[src/rtl/assert_macros.svh]
// Assertion macros shared by the pad coincidence RTL.
`ifndef ASSERT_MACROS_SVH
`define ASSERT_MACROS_SVH

`ifndef SYNTHESIS
`define TLPC_ASSERT_IMP(lbl, ante, cons) \
    lbl: assert property (@(posedge clk) disable iff (!rst_n) (ante) |-> (cons)) \
        else $error("pad coincidence assertion failed");
`define TLPC_ASSERT_NEXT(lbl, ante, cons) \
    lbl: assert property (@(posedge clk) disable iff (!rst_n) (ante) |=> (cons)) \
        else $error("pad coincidence assertion failed");
`else
`define TLPC_ASSERT_IMP(lbl, ante, cons)
`define TLPC_ASSERT_NEXT(lbl, ante, cons)
`endif

`endif

[src/rtl/tlpc_pkg.sv]
// Package with types, codes and the reciprocal table of the pad coincidence block.
`default_nettype none

package tlpc_pkg;

    localparam int STRIP_W     = 10;
    localparam int XING_W      = 4;
    localparam int CFG_W       = 4;
    localparam int CFG_IDX_W   = 1;
    localparam int PAD_NUM_W   = 7;
    localparam int MASK_W      = 16;
    localparam int PAD_IDX_W   = 6;
    localparam int XING_IDX_W  = 5;
    localparam int RECIP_W     = 15;
    localparam int RECIP_SHIFT = 14;
    localparam int PROD_W      = STRIP_W + RECIP_W;
    localparam int QUOT_W      = PROD_W - RECIP_SHIFT;

    localparam logic CMD_HIT   = 1'b0;
    localparam logic CMD_FLUSH = 1'b1;

    localparam logic LAYER_FIRST  = 1'b0;
    localparam logic LAYER_SECOND = 1'b1;

    localparam logic [CFG_IDX_W-1:0] REG_MAX_DELTA_BX   = 1'd0;
    localparam logic [CFG_IDX_W-1:0] REG_STRIPS_PER_PAD = 1'd1;

    localparam logic [CFG_W-1:0] MAX_DELTA_BX_RESET   = 4'd1;
    localparam logic [CFG_W-1:0] STRIPS_PER_PAD_RESET = 4'd2;

    typedef struct packed {
        logic                  ok;
        logic [PAD_IDX_W-1:0]  pad;
        logic [XING_IDX_W-1:0] bit_idx;
    } hit_info_t;

    typedef struct packed {
        logic                  hit;
        logic                  layer;
        logic [PAD_IDX_W-1:0]  pad;
        logic [XING_IDX_W-1:0] bit_idx;
        logic                  shift;
    } cell_ctrl_t;

    // Rounded-up reciprocal scaled by 2**14; exact for any ten-bit dividend.
    function automatic logic [RECIP_W-1:0] recip(input logic [CFG_W-1:0] d);
        logic [RECIP_W-1:0] r;
        unique case (d)
            4'd0:    r = 15'd16384;
            4'd1:    r = 15'd16384;
            4'd2:    r = 15'd8192;
            4'd3:    r = 15'd5462;
            4'd4:    r = 15'd4096;
            4'd5:    r = 15'd3277;
            4'd6:    r = 15'd2731;
            4'd7:    r = 15'd2341;
            4'd8:    r = 15'd2048;
            4'd9:    r = 15'd1821;
            4'd10:   r = 15'd1639;
            4'd11:   r = 15'd1490;
            4'd12:   r = 15'd1366;
            4'd13:   r = 15'd1261;
            4'd14:   r = 15'd1171;
            4'd15:   r = 15'd1093;
            default: r = 15'd16384;
        endcase
        return r;
    endfunction

endpackage

`default_nettype wire

[src/rtl/tlpc_if.sv]
// Channel interfaces of the pad coincidence block: hits, pad results and configuration.
`default_nettype none

interface tlpc_in_if;
    logic              valid;
    logic              ready;
    logic              command;
    logic              layer_sel;
    logic [9:0]        strip_number;
    logic signed [3:0] crossing;

    modport source (output valid, command, layer_sel, strip_number, crossing, input ready);
    modport sink (input valid, command, layer_sel, strip_number, crossing, output ready);
endinterface

interface tlpc_out_if;
    logic        valid;
    logic        ready;
    logic [6:0]  pad_number;
    logic [15:0] first_layer_mask;
    logic [15:0] second_layer_mask;
    logic [15:0] coincidence_mask;
    logic        last_pad;

    modport source (output valid, pad_number, first_layer_mask, second_layer_mask,
                    coincidence_mask, last_pad, input ready);
    modport sink (input valid, pad_number, first_layer_mask, second_layer_mask,
                  coincidence_mask, last_pad, output ready);
endinterface

interface tlpc_cfg_if;
    logic       valid;
    logic       ready;
    logic [0:0] index;
    logic [3:0] data;

    modport source (output valid, index, data, input ready);
    modport sink (input valid, index, data, output ready);
endinterface

`default_nettype wire

[src/rtl/two_layer_pad_coincidence_core.sv]
// Top level of the two-layer pad coincidence builder.
//
//   Channel   Role   Carries
//   cfg       sink   register index and write data
//   hits      sink   command, layer_sel, strip_number, crossing
//   pads      source pad_number, three crossing masks, last_pad
//
// A hit transaction is taken outside a flush, passes the input pipeline register and then
// lands in its pad cell. A flush passes its pipeline register and the flushing state before
// its first result is registered; PADS results then follow one per cycle unless stalled,
// as the cell row shifts towards its head; the shift also clears the row.
// No hit is taken from the flush transaction until its last result is registered; a stalled
// result output holds the row still. Reset clears all cells and the pipeline, and loads
// the register defaults.
`default_nettype none

module two_layer_pad_coincidence_core import tlpc_pkg::*; #(
    parameter int PADS      = 64,
    parameter int CROSSINGS = 16
) (
    input  wire logic   clk,
    input  wire logic   rst_n,
    tlpc_cfg_if.sink    cfg,
    tlpc_in_if.sink     hits,
    tlpc_out_if.source  pads
);

`include "assert_macros.svh"

    localparam int CNT_W = (PADS > 1) ? $clog2(PADS) : 1;

    logic [CFG_W-1:0]     max_delta_reg;
    logic [CFG_W-1:0]     spp_reg;

    hit_info_t            info;
    logic                 take_in;
    logic                 pipe_hit_reg;
    logic                 pipe_flush_reg;
    logic                 pipe_layer_reg;
    hit_info_t            pipe_info_reg;

    logic                 flushing_reg;
    logic [CNT_W-1:0]     count_reg;
    logic                 adv;
    logic                 last;
    cell_ctrl_t           ctrl;

    logic [CROSSINGS-1:0] first_w  [PADS];
    logic [CROSSINGS-1:0] second_w [PADS];
    logic [CROSSINGS-1:0] co_full;
    logic [MASK_W-1:0]    first_m;
    logic [MASK_W-1:0]    second_m;
    logic [MASK_W-1:0]    co_m;

    logic                 out_valid_reg;
    logic [PAD_NUM_W-1:0] pad_num_reg;
    logic [MASK_W-1:0]    first_mask_reg;
    logic [MASK_W-1:0]    second_mask_reg;
    logic [MASK_W-1:0]    co_mask_reg;
    logic                 last_reg;

    assign cfg.ready = 1'b1;

    always_ff @(posedge clk or negedge rst_n)
    begin
        if (!rst_n)
        begin
            max_delta_reg <= MAX_DELTA_BX_RESET;
            spp_reg       <= STRIPS_PER_PAD_RESET;
        end
        else if (cfg.valid)
        begin
            unique case (cfg.index)
                REG_MAX_DELTA_BX:   max_delta_reg <= cfg.data;
                REG_STRIPS_PER_PAD: spp_reg       <= cfg.data;
                default:            ;
            endcase
        end
    end

    tlpc_pad_map #(
        .PADS      (PADS),
        .CROSSINGS (CROSSINGS)
    ) u_pad_map (
        .strip_number   (hits.strip_number),
        .crossing       (hits.crossing),
        .strips_per_pad (spp_reg),
        .info           (info)
    );

    assign hits.ready = !flushing_reg && !pipe_flush_reg;
    assign take_in    = hits.valid && hits.ready;

    always_ff @(posedge clk or negedge rst_n)
    begin
        if (!rst_n)
        begin
            pipe_hit_reg   <= 1'b0;
            pipe_flush_reg <= 1'b0;
        end
        else
        begin
            pipe_hit_reg   <= take_in && (hits.command == CMD_HIT) && info.ok;
            pipe_flush_reg <= take_in && (hits.command == CMD_FLUSH);
        end
    end

    always_ff @(posedge clk)
    begin
        if (take_in)
        begin
            pipe_layer_reg <= hits.layer_sel;
            pipe_info_reg  <= info;
        end
    end

    assign adv  = flushing_reg && (!out_valid_reg || pads.ready);
    assign last = (count_reg == CNT_W'(PADS - 1));

    always_ff @(posedge clk or negedge rst_n)
    begin
        if (!rst_n)
        begin
            flushing_reg <= 1'b0;
            count_reg    <= '0;
        end
        else if (pipe_flush_reg)
        begin
            flushing_reg <= 1'b1;
            count_reg    <= '0;
        end
        else if (adv)
        begin
            count_reg <= count_reg + CNT_W'(1);
            if (last)
            begin
                flushing_reg <= 1'b0;
            end
        end
    end

    always_comb
    begin
        ctrl.hit     = pipe_hit_reg;
        ctrl.layer   = pipe_layer_reg;
        ctrl.pad     = pipe_info_reg.pad;
        ctrl.bit_idx = pipe_info_reg.bit_idx;
        ctrl.shift   = adv;
    end

    for (genvar p = 0; p < PADS; p++)
    begin : g_cell
        if (p == PADS - 1)
        begin : g_tail
            tlpc_cell #(
                .CROSSINGS (CROSSINGS),
                .PAD_ID    (p)
            ) u_cell (
                .clk       (clk),
                .rst_n     (rst_n),
                .ctrl      (ctrl),
                .nb_first  ({CROSSINGS{1'b0}}),
                .nb_second ({CROSSINGS{1'b0}}),
                .first_q   (first_w[p]),
                .second_q  (second_w[p])
            );
        end
        else
        begin : g_body
            tlpc_cell #(
                .CROSSINGS (CROSSINGS),
                .PAD_ID    (p)
            ) u_cell (
                .clk       (clk),
                .rst_n     (rst_n),
                .ctrl      (ctrl),
                .nb_first  (first_w[p+1]),
                .nb_second (second_w[p+1]),
                .first_q   (first_w[p]),
                .second_q  (second_w[p])
            );
        end
    end

    // A layer-one bit counts when any layer-two bit lies within the allowed distance.
    always_comb
    begin
        logic near;
        int   span_bx;
        for (int i = 0; i < CROSSINGS; i++)
        begin
            near = 1'b0;
            for (int j = 0; j < CROSSINGS; j++)
            begin
                span_bx = (i > j) ? (i - j) : (j - i);
                if (second_w[0][j] && (span_bx <= int'(max_delta_reg)))
                begin
                    near = 1'b1;
                end
            end
            co_full[i] = first_w[0][i] && near;
        end
    end

    for (genvar k = 0; k < MASK_W; k++)
    begin : g_mask
        if (k < CROSSINGS)
        begin : g_live
            assign first_m[k]  = first_w[0][k];
            assign second_m[k] = second_w[0][k];
            assign co_m[k]     = co_full[k];
        end
        else
        begin : g_pad
            assign first_m[k]  = 1'b0;
            assign second_m[k] = 1'b0;
            assign co_m[k]     = 1'b0;
        end
    end

    always_ff @(posedge clk or negedge rst_n)
    begin
        if (!rst_n)
        begin
            out_valid_reg <= 1'b0;
        end
        else if (adv)
        begin
            out_valid_reg <= 1'b1;
        end
        else if (pads.ready)
        begin
            out_valid_reg <= 1'b0;
        end
    end

    always_ff @(posedge clk)
    begin
        if (adv)
        begin
            pad_num_reg     <= PAD_NUM_W'(count_reg) + PAD_NUM_W'(1);
            first_mask_reg  <= first_m;
            second_mask_reg <= second_m;
            co_mask_reg     <= co_m;
            last_reg        <= last;
        end
    end

    assign pads.valid             = out_valid_reg;
    assign pads.pad_number        = pad_num_reg;
    assign pads.first_layer_mask  = first_mask_reg;
    assign pads.second_layer_mask = second_mask_reg;
    assign pads.coincidence_mask  = co_mask_reg;
    assign pads.last_pad          = last_reg;

    `TLPC_ASSERT_NEXT(a_flush_starts, pipe_flush_reg, flushing_reg && (count_reg == '0))
    `TLPC_ASSERT_NEXT(a_last_ends_flush, adv && last, !flushing_reg && pads.valid && pads.last_pad)
    `TLPC_ASSERT_IMP(a_no_hit_in_flush, flushing_reg, !hits.ready)

endmodule

`default_nettype wire

[src/rtl/tlpc_cell.sv]
// One pad cell: holds both layers' crossing bitmaps and shifts them to its neighbour.
`default_nettype none

module tlpc_cell import tlpc_pkg::*; #(
    parameter int CROSSINGS = 16,
    parameter int PAD_ID    = 0
) (
    input  wire logic                 clk,
    input  wire logic                 rst_n,
    input  wire cell_ctrl_t           ctrl,
    input  wire logic [CROSSINGS-1:0] nb_first,
    input  wire logic [CROSSINGS-1:0] nb_second,
    output logic      [CROSSINGS-1:0] first_q,
    output logic      [CROSSINGS-1:0] second_q
);

    logic [CROSSINGS-1:0] first_reg;
    logic [CROSSINGS-1:0] second_reg;
    logic [CROSSINGS-1:0] hot;
    logic                 sel;

    always_comb
    begin
        for (int k = 0; k < CROSSINGS; k++)
        begin
            hot[k] = (ctrl.bit_idx == XING_IDX_W'(k));
        end
        sel = ctrl.hit && (ctrl.pad == PAD_IDX_W'(PAD_ID));
    end

    always_ff @(posedge clk or negedge rst_n)
    begin
        if (!rst_n)
        begin
            first_reg  <= '0;
            second_reg <= '0;
        end
        else if (ctrl.shift)
        begin
            first_reg  <= nb_first;
            second_reg <= nb_second;
        end
        else if (sel)
        begin
            if (ctrl.layer == LAYER_SECOND)
            begin
                second_reg <= second_reg | hot;
            end
            else
            begin
                first_reg <= first_reg | hot;
            end
        end
    end

    assign first_q  = first_reg;
    assign second_q = second_reg;

endmodule

`default_nettype wire

[src/rtl/tlpc_pad_map.sv]
// Maps a strip and crossing to a pad index and crossing bit, flagging hits out of range.
`default_nettype none

module tlpc_pad_map import tlpc_pkg::*; #(
    parameter int PADS      = 64,
    parameter int CROSSINGS = 16
) (
    input  wire logic [STRIP_W-1:0]       strip_number,
    input  wire logic signed [XING_W-1:0] crossing,
    input  wire logic [CFG_W-1:0]         strips_per_pad,
    output hit_info_t                     info
);

    logic [STRIP_W-1:0]  strip_m1;
    logic [PROD_W-1:0]   prod;
    logic [QUOT_W-1:0]   quot;
    logic signed [6:0]   bit_sum;
    logic                pad_ok;
    logic                bit_ok;

    always_comb
    begin
        strip_m1 = strip_number - STRIP_W'(1);
        prod     = PROD_W'(strip_m1) * PROD_W'(recip(strips_per_pad));
        quot     = prod[PROD_W-1:RECIP_SHIFT];
        pad_ok   = (strip_number != '0) && (quot < QUOT_W'(PADS));
        bit_sum  = 7'(crossing) + 7'(CROSSINGS / 2);
        bit_ok   = !bit_sum[6] && ({1'b0, bit_sum[5:0]} < 7'(CROSSINGS));

        info.ok      = pad_ok && bit_ok;
        info.pad     = quot[PAD_IDX_W-1:0];
        info.bit_idx = bit_sum[XING_IDX_W-1:0];
    end

endmodule

`default_nettype wire
[src/flat_wrapper.sv]
// flat-port wrapper written by rule: the top's interface ports become plain ports
module two_layer_pad_coincidence_core_flat import tlpc_pkg::*;
#(
    parameter int PADS      = 64,
    parameter int CROSSINGS = 16
)
  (clk, rst_n, cfg_valid, cfg_index, cfg_data, cfg_ready, hits_valid, hits_command, hits_layer_sel, hits_strip_number, hits_crossing, hits_ready, pads_valid, pads_pad_number, pads_first_layer_mask, pads_second_layer_mask, pads_coincidence_mask, pads_last_pad, pads_ready);
  tlpc_cfg_if cfg_i ();
  tlpc_in_if hits_i ();
  tlpc_out_if pads_i ();
  input  wire logic clk;
  input  wire logic rst_n;
  input wire logic [$bits(cfg_i.valid)-1:0] cfg_valid;
  input wire logic [$bits(cfg_i.index)-1:0] cfg_index;
  input wire logic [$bits(cfg_i.data)-1:0] cfg_data;
  output wire logic [$bits(cfg_i.ready)-1:0] cfg_ready;
  input wire logic [$bits(hits_i.valid)-1:0] hits_valid;
  input wire logic [$bits(hits_i.command)-1:0] hits_command;
  input wire logic [$bits(hits_i.layer_sel)-1:0] hits_layer_sel;
  input wire logic [$bits(hits_i.strip_number)-1:0] hits_strip_number;
  input wire logic [$bits(hits_i.crossing)-1:0] hits_crossing;
  output wire logic [$bits(hits_i.ready)-1:0] hits_ready;
  output wire logic [$bits(pads_i.valid)-1:0] pads_valid;
  output wire logic [$bits(pads_i.pad_number)-1:0] pads_pad_number;
  output wire logic [$bits(pads_i.first_layer_mask)-1:0] pads_first_layer_mask;
  output wire logic [$bits(pads_i.second_layer_mask)-1:0] pads_second_layer_mask;
  output wire logic [$bits(pads_i.coincidence_mask)-1:0] pads_coincidence_mask;
  output wire logic [$bits(pads_i.last_pad)-1:0] pads_last_pad;
  input wire logic [$bits(pads_i.ready)-1:0] pads_ready;
  assign cfg_i.valid = cfg_valid;
  assign cfg_i.index = cfg_index;
  assign cfg_i.data = cfg_data;
  assign cfg_ready = cfg_i.ready;
  assign hits_i.valid = hits_valid;
  assign hits_i.command = hits_command;
  assign hits_i.layer_sel = hits_layer_sel;
  assign hits_i.strip_number = hits_strip_number;
  assign hits_i.crossing = hits_crossing;
  assign hits_ready = hits_i.ready;
  assign pads_valid = pads_i.valid;
  assign pads_pad_number = pads_i.pad_number;
  assign pads_first_layer_mask = pads_i.first_layer_mask;
  assign pads_second_layer_mask = pads_i.second_layer_mask;
  assign pads_coincidence_mask = pads_i.coincidence_mask;
  assign pads_last_pad = pads_i.last_pad;
  assign pads_i.ready = pads_ready;
  two_layer_pad_coincidence_core #(.PADS(PADS), .CROSSINGS(CROSSINGS)) u_core (.clk(clk), .rst_n(rst_n), .cfg(cfg_i), .hits(hits_i), .pads(pads_i));
endmodule
[config.mk]
export PLATFORM = sky130hd
export DESIGN_NAME = two_layer_pad_coincidence_core_flat
export DESIGN_NICKNAME = d
export VERILOG_FILES = /design/src/rtl/tlpc_pkg.sv /design/src/rtl/tlpc_if.sv /design/src/rtl/two_layer_pad_coincidence_core.sv /design/src/rtl/tlpc_cell.sv /design/src/rtl/tlpc_pad_map.sv /design/src/flat_wrapper.sv
export VERILOG_INCLUDE_DIRS = /design/src /design/src/rtl
export SDC_FILE = /design/constraint.sdc
export NUM_CORES = 2
export LEC_CHECK = 0
export ABC_AREA = 1
export BUFFER_PORTS_ARGS = -buffer_cell sky130_fd_sc_hd__buf_2
export CORE_ASPECT_RATIO = 1.75
export CORE_MARGIN = 8
export CORE_UTILIZATION = 60
export CTS_CLUSTER_SIZE = 24
export DETAILED_ROUTE_END_ITERATION = 10
export HOLD_SLACK_MARGIN = 0.05
export PLACE_DENSITY = 0.76
export SLEW_MARGIN = 25
export SYNTH_ARGS = -nofsm -noshare
export SYNTH_HDL_FRONTEND = slang
export SYNTH_SLANG_ARGS = --single-unit
[constraint.sdc]
create_clock -name clk -period 7.13 [get_ports clk]
set_clock_uncertainty 0.05 [all_clocks]
set_input_delay 1.0695 -clock clk [delete_from_list [all_inputs] [get_ports clk]]
set_output_delay 1.0695 -clock clk [all_outputs]
set_load 0.005 [all_outputs]
# Yosys cells after proc, flatten, opt, wreduce, memory -nomap -nowiden

Memories as Yosys holds them, arrays and structs flattened.
Index checks and enable logic that the tools add are counted.
W data, S select, Z words.

$add $sub $neg: 4
Multiply operators: 1
Order comparisons: 17
Eq/ne operators: 80
Muxes and demuxes: 647
Bitwise logic cells: 130
Reductions and logical operators: 480

Operators by type and width:

| kind                    | count |
|---|---|
| $mux W16                | 384 |
| $or A16 B16 Y16         | 128 |
| $logic_and A1 B1 Y1     | 273 |
| $reduce_and A2 Y1       | 131 |
| $mux W1                 | 261 |
| $eq A6 B6 Y1 const B    | 33 |
| $reduce_bool A2 Y1      | 68 |
| $eq A6 B5 Y1 const B    | 16 |
| $eq A6 B4 Y1 const B    | 8 |
| $eq A5 B4 Y1 const B    | 8 |
| $le A4 B4 Y1 const A    | 8 |
| $mul A10 B15 Y25        | 1 |
| $eq A6 B3 Y1 const B    | 4 |
| $eq A5 B3 Y1 const B    | 4 |
| $le A3 B4 Y1 const A    | 4 |
| $eq A6 B2 Y1 const B    | 2 |
| $mux W6                 | 2 |
| $lt A11 B7 Y1 const B   | 1 |
| $eq A5 B2 Y1 const B    | 2 |
| $reduce_bool A10 Y1     | 1 |
| $sub A10 B1 Y10 const B | 1 |
| $le A2 B4 Y1 const A    | 2 |
| $add A6 B1 Y7 const B   | 1 |
| $add A4 B5 Y6 const B   | 1 |
| 11 further kinds        | 15 |

Bits in registers: 2,134
ROM bits: 240
Input bits: 26
Output and inout port bits: 59
Word-level logic and storage cells: 1,503
Memories: 1

Memory list:

| name             | words | bits a word | rd ports | clocked after memory_dff | write ports | line           | text |
|---|---|---|---|---|---|---|---|
| (name not given) | 16    | 15          | 1        | 0                        | 0           | tlpc_pkg.sv:48 | `unique case (d)` |

# Longest topological paths before layout

Word-level depth: 19
Depth in mapped cells: 33
Mapped depth without buffers: 31

# Cells and area by module

From an unflattened synthesis, not the netlist that was laid out.

Cells, all modules: 19,608
Area, all modules: 136,254.4 sq um

Modules (own cells, without submodules):

| module                                           | instances | cells each | area each (sq um) | sequential area each (sq um) |
|---|---|---|---|---|
| tlpc_cell at u_core.g_cell[21].g_body.u_cell ... | 8         | 285        | 1,971.9           | 800.8 |
| tlpc_cell at u_core.g_cell[23].g_body.u_cell ... | 8         | 284        | 1,970.6           | 800.8 |
| tlpc_cell at u_core.g_cell[17].g_body.u_cell ... | 5         | 286        | 1,981.9           | 800.8 |
| tlpc_cell at u_core.g_cell[0].g_body.u_cell ...  | 5         | 283        | 1,936.9           | 800.8 |
| tlpc_cell at u_core.g_cell[55].g_body.u_cell ... | 4         | 285        | 2,005.7           | 800.8 |
| tlpc_cell at u_core.g_cell[49].g_body.u_cell ... | 4         | 285        | 1,978.1           | 800.8 |
| tlpc_cell at u_core.g_cell[53].g_body.u_cell ... | 4         | 284        | 1,974.4           | 800.8 |
| tlpc_cell at u_core.g_cell[19].g_body.u_cell ... | 4         | 284        | 1,965.6           | 800.8 |
| tlpc_cell at u_core.g_cell[10].g_body.u_cell ... | 4         | 284        | 1,936.9           | 800.8 |
| tlpc_cell at u_core.g_cell[11].g_body.u_cell ... | 4         | 282        | 1,928.1           | 800.8 |
| tlpc_cell at u_core.g_cell[18].g_body.u_cell ... | 3         | 285        | 1,973.1           | 800.8 |
| tlpc_pad_map                                     | 1         | 767        | 5,465.2           | 0.0 |
| two_layer_pad_coincidence_core                   | 1         | 658        | 4,903.5           | 2,494.9 |
| tlpc_cell at u_core.g_cell[31].g_body.u_cell ... | 2         | 285        | 1,994.4           | 800.8 |
| 6 more rows                                      | --        | --         | --                | -- |

# Worst setup path after synthesis

Ideal clock, no wire load.

Path kind: input-to-reg
Start: input port hits_strip_number[0]
End: register u_core.pipe_info_reg (netlist bit u_core.ctrl[10]), data pin
Setup time: 256 ps
Arrival time: 6,163 ps
Required time: 6,824 ps
Setup slack: 660 ps
Stages: 27
Buffers on the path: 3
Path through: buf_2 inv_2 buf_4 ha_1 nand2_1 xor2_1 clkbuf_1 nor2_1 fa_1 inv_1 fa_1 inv_1 fa_1 fa_1 inv_1 fa_1 inv_1 ha_1 nand2_1 nor2_1 inv_1 nor3_1 nand2_1 a21boi_0 nor2_1 nand2_1 nand2_1

RTL lines:

| item                 | line                                  | text |
|---|---|---|
| start, declared      | flat_wrapper.sv:20                    | `input wire logic [$bits(hits_i.strip_number)-1:0] hits_strip_number;` |
| end signal, assigned | two_layer_pad_coincidence_core.sv:113 | `pipe_info_reg <= info;` |
| end, declared        | two_layer_pad_coincidence_core.sv:40  | `hit_info_t pipe_info_reg;` |

# Final worst setup path

Start: register u_core.spp_reg[1]
End: register u_core.pipe_hit_reg

Word-level cells in the longest chain between the ends: 6

Ends and longest elaborated chain:

| item                   | line                                  | text |
|---|---|---|
| start, declared        | two_layer_pad_coincidence_core.sv:33  | `logic [CFG_W-1:0] spp_reg;` |
| start signal, assigned | two_layer_pad_coincidence_core.sv:75  | `REG_STRIPS_PER_PAD: spp_reg <= cfg.data;` |
| $mem_v2 Z16 W15        | --                                    |  |
| $mul A10 B15 Y25       | tlpc_pad_map.sv:24                    | `prod = PROD_W'(strip_m1) * PROD_W'(recip(strips_per_pad));` |
| $lt A11 B7 Y1          | tlpc_pad_map.sv:26                    | `pad_ok = (strip_number != '0) && (quot < QUOT_W'(PADS));` |
| $logic_and A1 B1 Y1    | tlpc_pad_map.sv:26                    |  |
| $logic_and A1 B1 Y1    | tlpc_pad_map.sv:30                    | `info.ok = pad_ok && bit_ok;` |
| $logic_and A1 B1 Y1    | two_layer_pad_coincidence_core.sv:103 | `pipe_hit_reg <= take_in && (hits.command == CMD_HIT) && info.ok;` |
| end signal, assigned   | two_layer_pad_coincidence_core.sv:103 |  |
| end, declared          | two_layer_pad_coincidence_core.sv:37  | `logic pipe_hit_reg;` |

No other way between the ends.
A chain may end at the register's enable or synchronous reset.

==> results.md <==
- Run status: complete, but fails checks
- Failing checks: DRC
- Initial antenna violation count: 2
- Tmin final: 6.425 ns
- Iter 0 DRT Violations: 7392
- Netlist Area Pre-Place: 96710 um^2
- First-pass DRT Iterations: 9
- HPWL after detailed placement: 169.7 mm
- Final Util: 0.6534
- Fill cell count: 12430
- CTS Hold Bufs: 0
- NumNets Final: 9285
- Share of async-settable or async-resettable flops after synthesis: 0.9686
- Ys Warns: 0
- Simple-gate area share of the yosys netlist: 0.08267
- Die Y: 547.1 um
- Full die area: 174800 um^2
- Pleak: 49.97 nW
- Final hold vios: 0
- FF-to-FF Start: u_core.spp_reg[1]
- Total GRT Usage: 0.3053
- Cell taking the most area after synthesis: dfrtp_1
- Commonest non-fill, non-tap cell in the layout: dfrtp_1
- Post-synthesis register bit count: 2133
- Setup Fix Bufs, Post-CTS: 0
- Clock power frac: 0.229
- Main combinational cell family by area after synthesis: compound AO/OA/AOI/OAI gates
- Worst-path fanout max: 7
- Reg2Reg Capture Point: u_core.pipe_hit_reg
- Largest net degree at the start of global routing: 240
- Kind of critical path: flip-flop to flip-flop
- Vias: 71320
- Register-to-register setup slack: 0.71 ns
- Hold WS: 0.2592 ns
- Vias in the first global route: 73590
- RePlAce Congestion: 0.9199
- Row cnt: 195
- Fin cells: 11300
- Final Setup Violations: 0
- Number of max-cap violations: 0
- Worst Path Required: 7.82 ns
- Fin crit share: 0.9011
- Comb pwr share: 0.341
- CTS H-tree lvls: 4
- Core ar.: 160800 um^2
- Unrepaired setup endpoints after global routing: false
- Port bufs: 83
- Net Count, Synth: 9488
- CP startpoint kind: flip-flop
- Top FF cell, synth: dfrtp_1
- Bufs on Longest Clock Path: 4
- Global-route wire length before repair: 426.6 mm
- Via density: 6.313
- Cell Area, Placed: 98790 um^2
- Register area: 53710 um^2
- R2r worst-path depth: 27
- CTS Root Buffer Type: clkbuf_16
- CTS Sinks: 2133
- Int Pwr: 29.48 mW
- Synth Instances: 9294
- Flop pwr share: 0.431
- Share of the synthesized area in the top cell type: 0.5341
- CTS tree: built
- Reg clk slew, reported paths: 0.07 ns
- Chip width: 319.5 um
- Cts repair resizes: 0
- Synthesized area per cell: 10.41 um^2
- Commonest cells after routing, fill and taps aside: dfrtp_1, inv_1, o21a_1
- Slew Limit Headroom: 0.1972
- Synth Area in Adders: 0.02958
- Psw: 15.97 mW
- Seq/Total Area, Yosys: 0.5554
- Setup TNS: 0 ns
- Max-slew violations: 0
- XOR/XNOR Fraction of Synth Area: 0.001346
- Final instance area: 105100 um^2
- Critical Path AT: 7.12 ns
- Grt total ovfl: 0
- # DRC: 1
- Routed len/inst: 23.87 um
- Least-Margin Pin Slew: 1.204 ns
- EDFF count, synth: 67
- Crit end category: flip-flop
- Post-route ant nets: 0
- Sw Share: 0.3514
- Min-delay worst type: primary input to async pin
- Share of cells above drive strength 1: 0.07694
- Cts bufs inserted: 193
- Synth Area in Compound Gates: 0.2504
- Area contributors post-synth: dfrtp_1, o21a_1, a22oi_1
- Multiplexer share of the synthesized area: 0
- Fmax: 155.6 MHz
- I/O Pins: 85
- Initial Util: 0.6015
- Final WS setup: 0.7053 ns
- Pwr Total: 45.45 mW
- Area Growth Syn to Fin: 8.631%
- Pwr dens: 432.7 nW/um^2
- Placed instance count: 10960
- Worst skew pair latency: 0.84 ns
- Post-placement worst setup slack: 0.09036 ns
- Drt total wl: 269.7 mm
- Yosys cell types: 49
- Multi-input gate area: 35440 um^2
- VDD IR-drop max: 0.2725 mV
synth_stat cells (18+ instances only):
cell,n
ha_1,67
o21bai_1,857
inv_1,1279
nor2_1,367
buf_4,32
nand2_2,79
fa_1,101
edfxtp_1,67
clkbuf_1,294
a21oi_1,74
a22oi_1,882
o22ai_1,24
buf_2,293
o21ai_0,192
a2bb2oi_1,141
o21ai_2,53
nand3_1,909
buf_1,32
o21ai_1,21
o21a_1,997
dfrtp_1,2064
nand2_1,341
nor3_1,18
how the worst max path moves through the flow:
stage / start / to / slack (ns) / cells past startpoint
6_report: u_core.spp_reg[1] / u_core.pipe_hit_reg / 0.71 / 27
5_1_grt: u_core.spp_reg[1] / u_core.pipe_hit_reg / 0.29 / 27
4_1_cts: u_core.spp_reg[1] / u_core.pipe_hit_reg / 0.67 / 27
3_5_place_dp: hits_strip_number[0] / u_core.pipe_hit_reg / 0.09 / 26
3_3_place_gp: hits_strip_number[0] / u_core.pipe_hit_reg / 0.13 / 25
2_1_floorplan: hits_strip_number[0] / u_core.ctrl[10] / 0.66 / 27
logic make-up (layout without fill, tap and decap cells):
family,after synthesis,count (layout)
AO/OA/AOI/OAI,3289,3289
XOR/XNOR,14,14
adder cells (fa/ha/maj),168,168
buffers and inverters,1945,1879
flip-flops,2133,2133
other,1,2
AND/OR/NAND/NOR,1744,1744
worst max-delay path, cell delays in order, from the launching register on:
cell and delay (ns):
dfstp_2 0.60, ha_1 0.23, nand2_1 0.11, nand2_1 0.07, inv_1 0.06, nand2_1 0.09
nand2_1 0.27, inv_1 0.43, nand2_1 0.15, fa_1 0.55, inv_1 0.05, fa_1 0.49
fa_1 0.48, fa_1 0.51, inv_1 0.05, fa_1 0.48, inv_1 0.04, ha_1 0.30
nand2_1 0.15, nor2_1 0.23, nand2_1 0.09, nor4_1 0.19, nand2_1 0.22, nand2_1 0.13
nand2_1 0.05, nand2_1 0.06, nand4_1 0.08, nor2_1 0.11
power groups by stage:
| stage | Clock, mW | Combinational [mW] | Sequential, mW |
|---|---|---|---|
| after floorplan | 0 | 11.3 | 18.6 |
| after global placement | 0 | 14.9 | 19.6 |
| after detailed placement | 0 | 15.4 | 19.6 |
| after CTS | 10.5 | 15.5 | 19.5 |
| after global routing | 11.0 | 17.2 | 20.0 |
| final | 10.4 | 15.5 | 19.6 |
metal layers:
metal,GRT usage,share of wire
met5,0,0
met4,0.1782,0.065
met3,0.03746,0.050
met2,0.5250,0.51
met1,0.3701,0.38
cell type report:
cell class | instances | share of cell area
multi-input cells | 5216 | 0.3374
well taps | 2068 | 0.02463
flip-flops and latches | 2133 | 0.5113
inverters | 1294 | 0.04645
clock inverters | 46 | 0.005097
diodes | 1 | 0.00002382
clock buffers | 286 | 0.05400
repair buffers | 253 | 0.02112
Note: power is estimated with default switching activity, not from simulation.
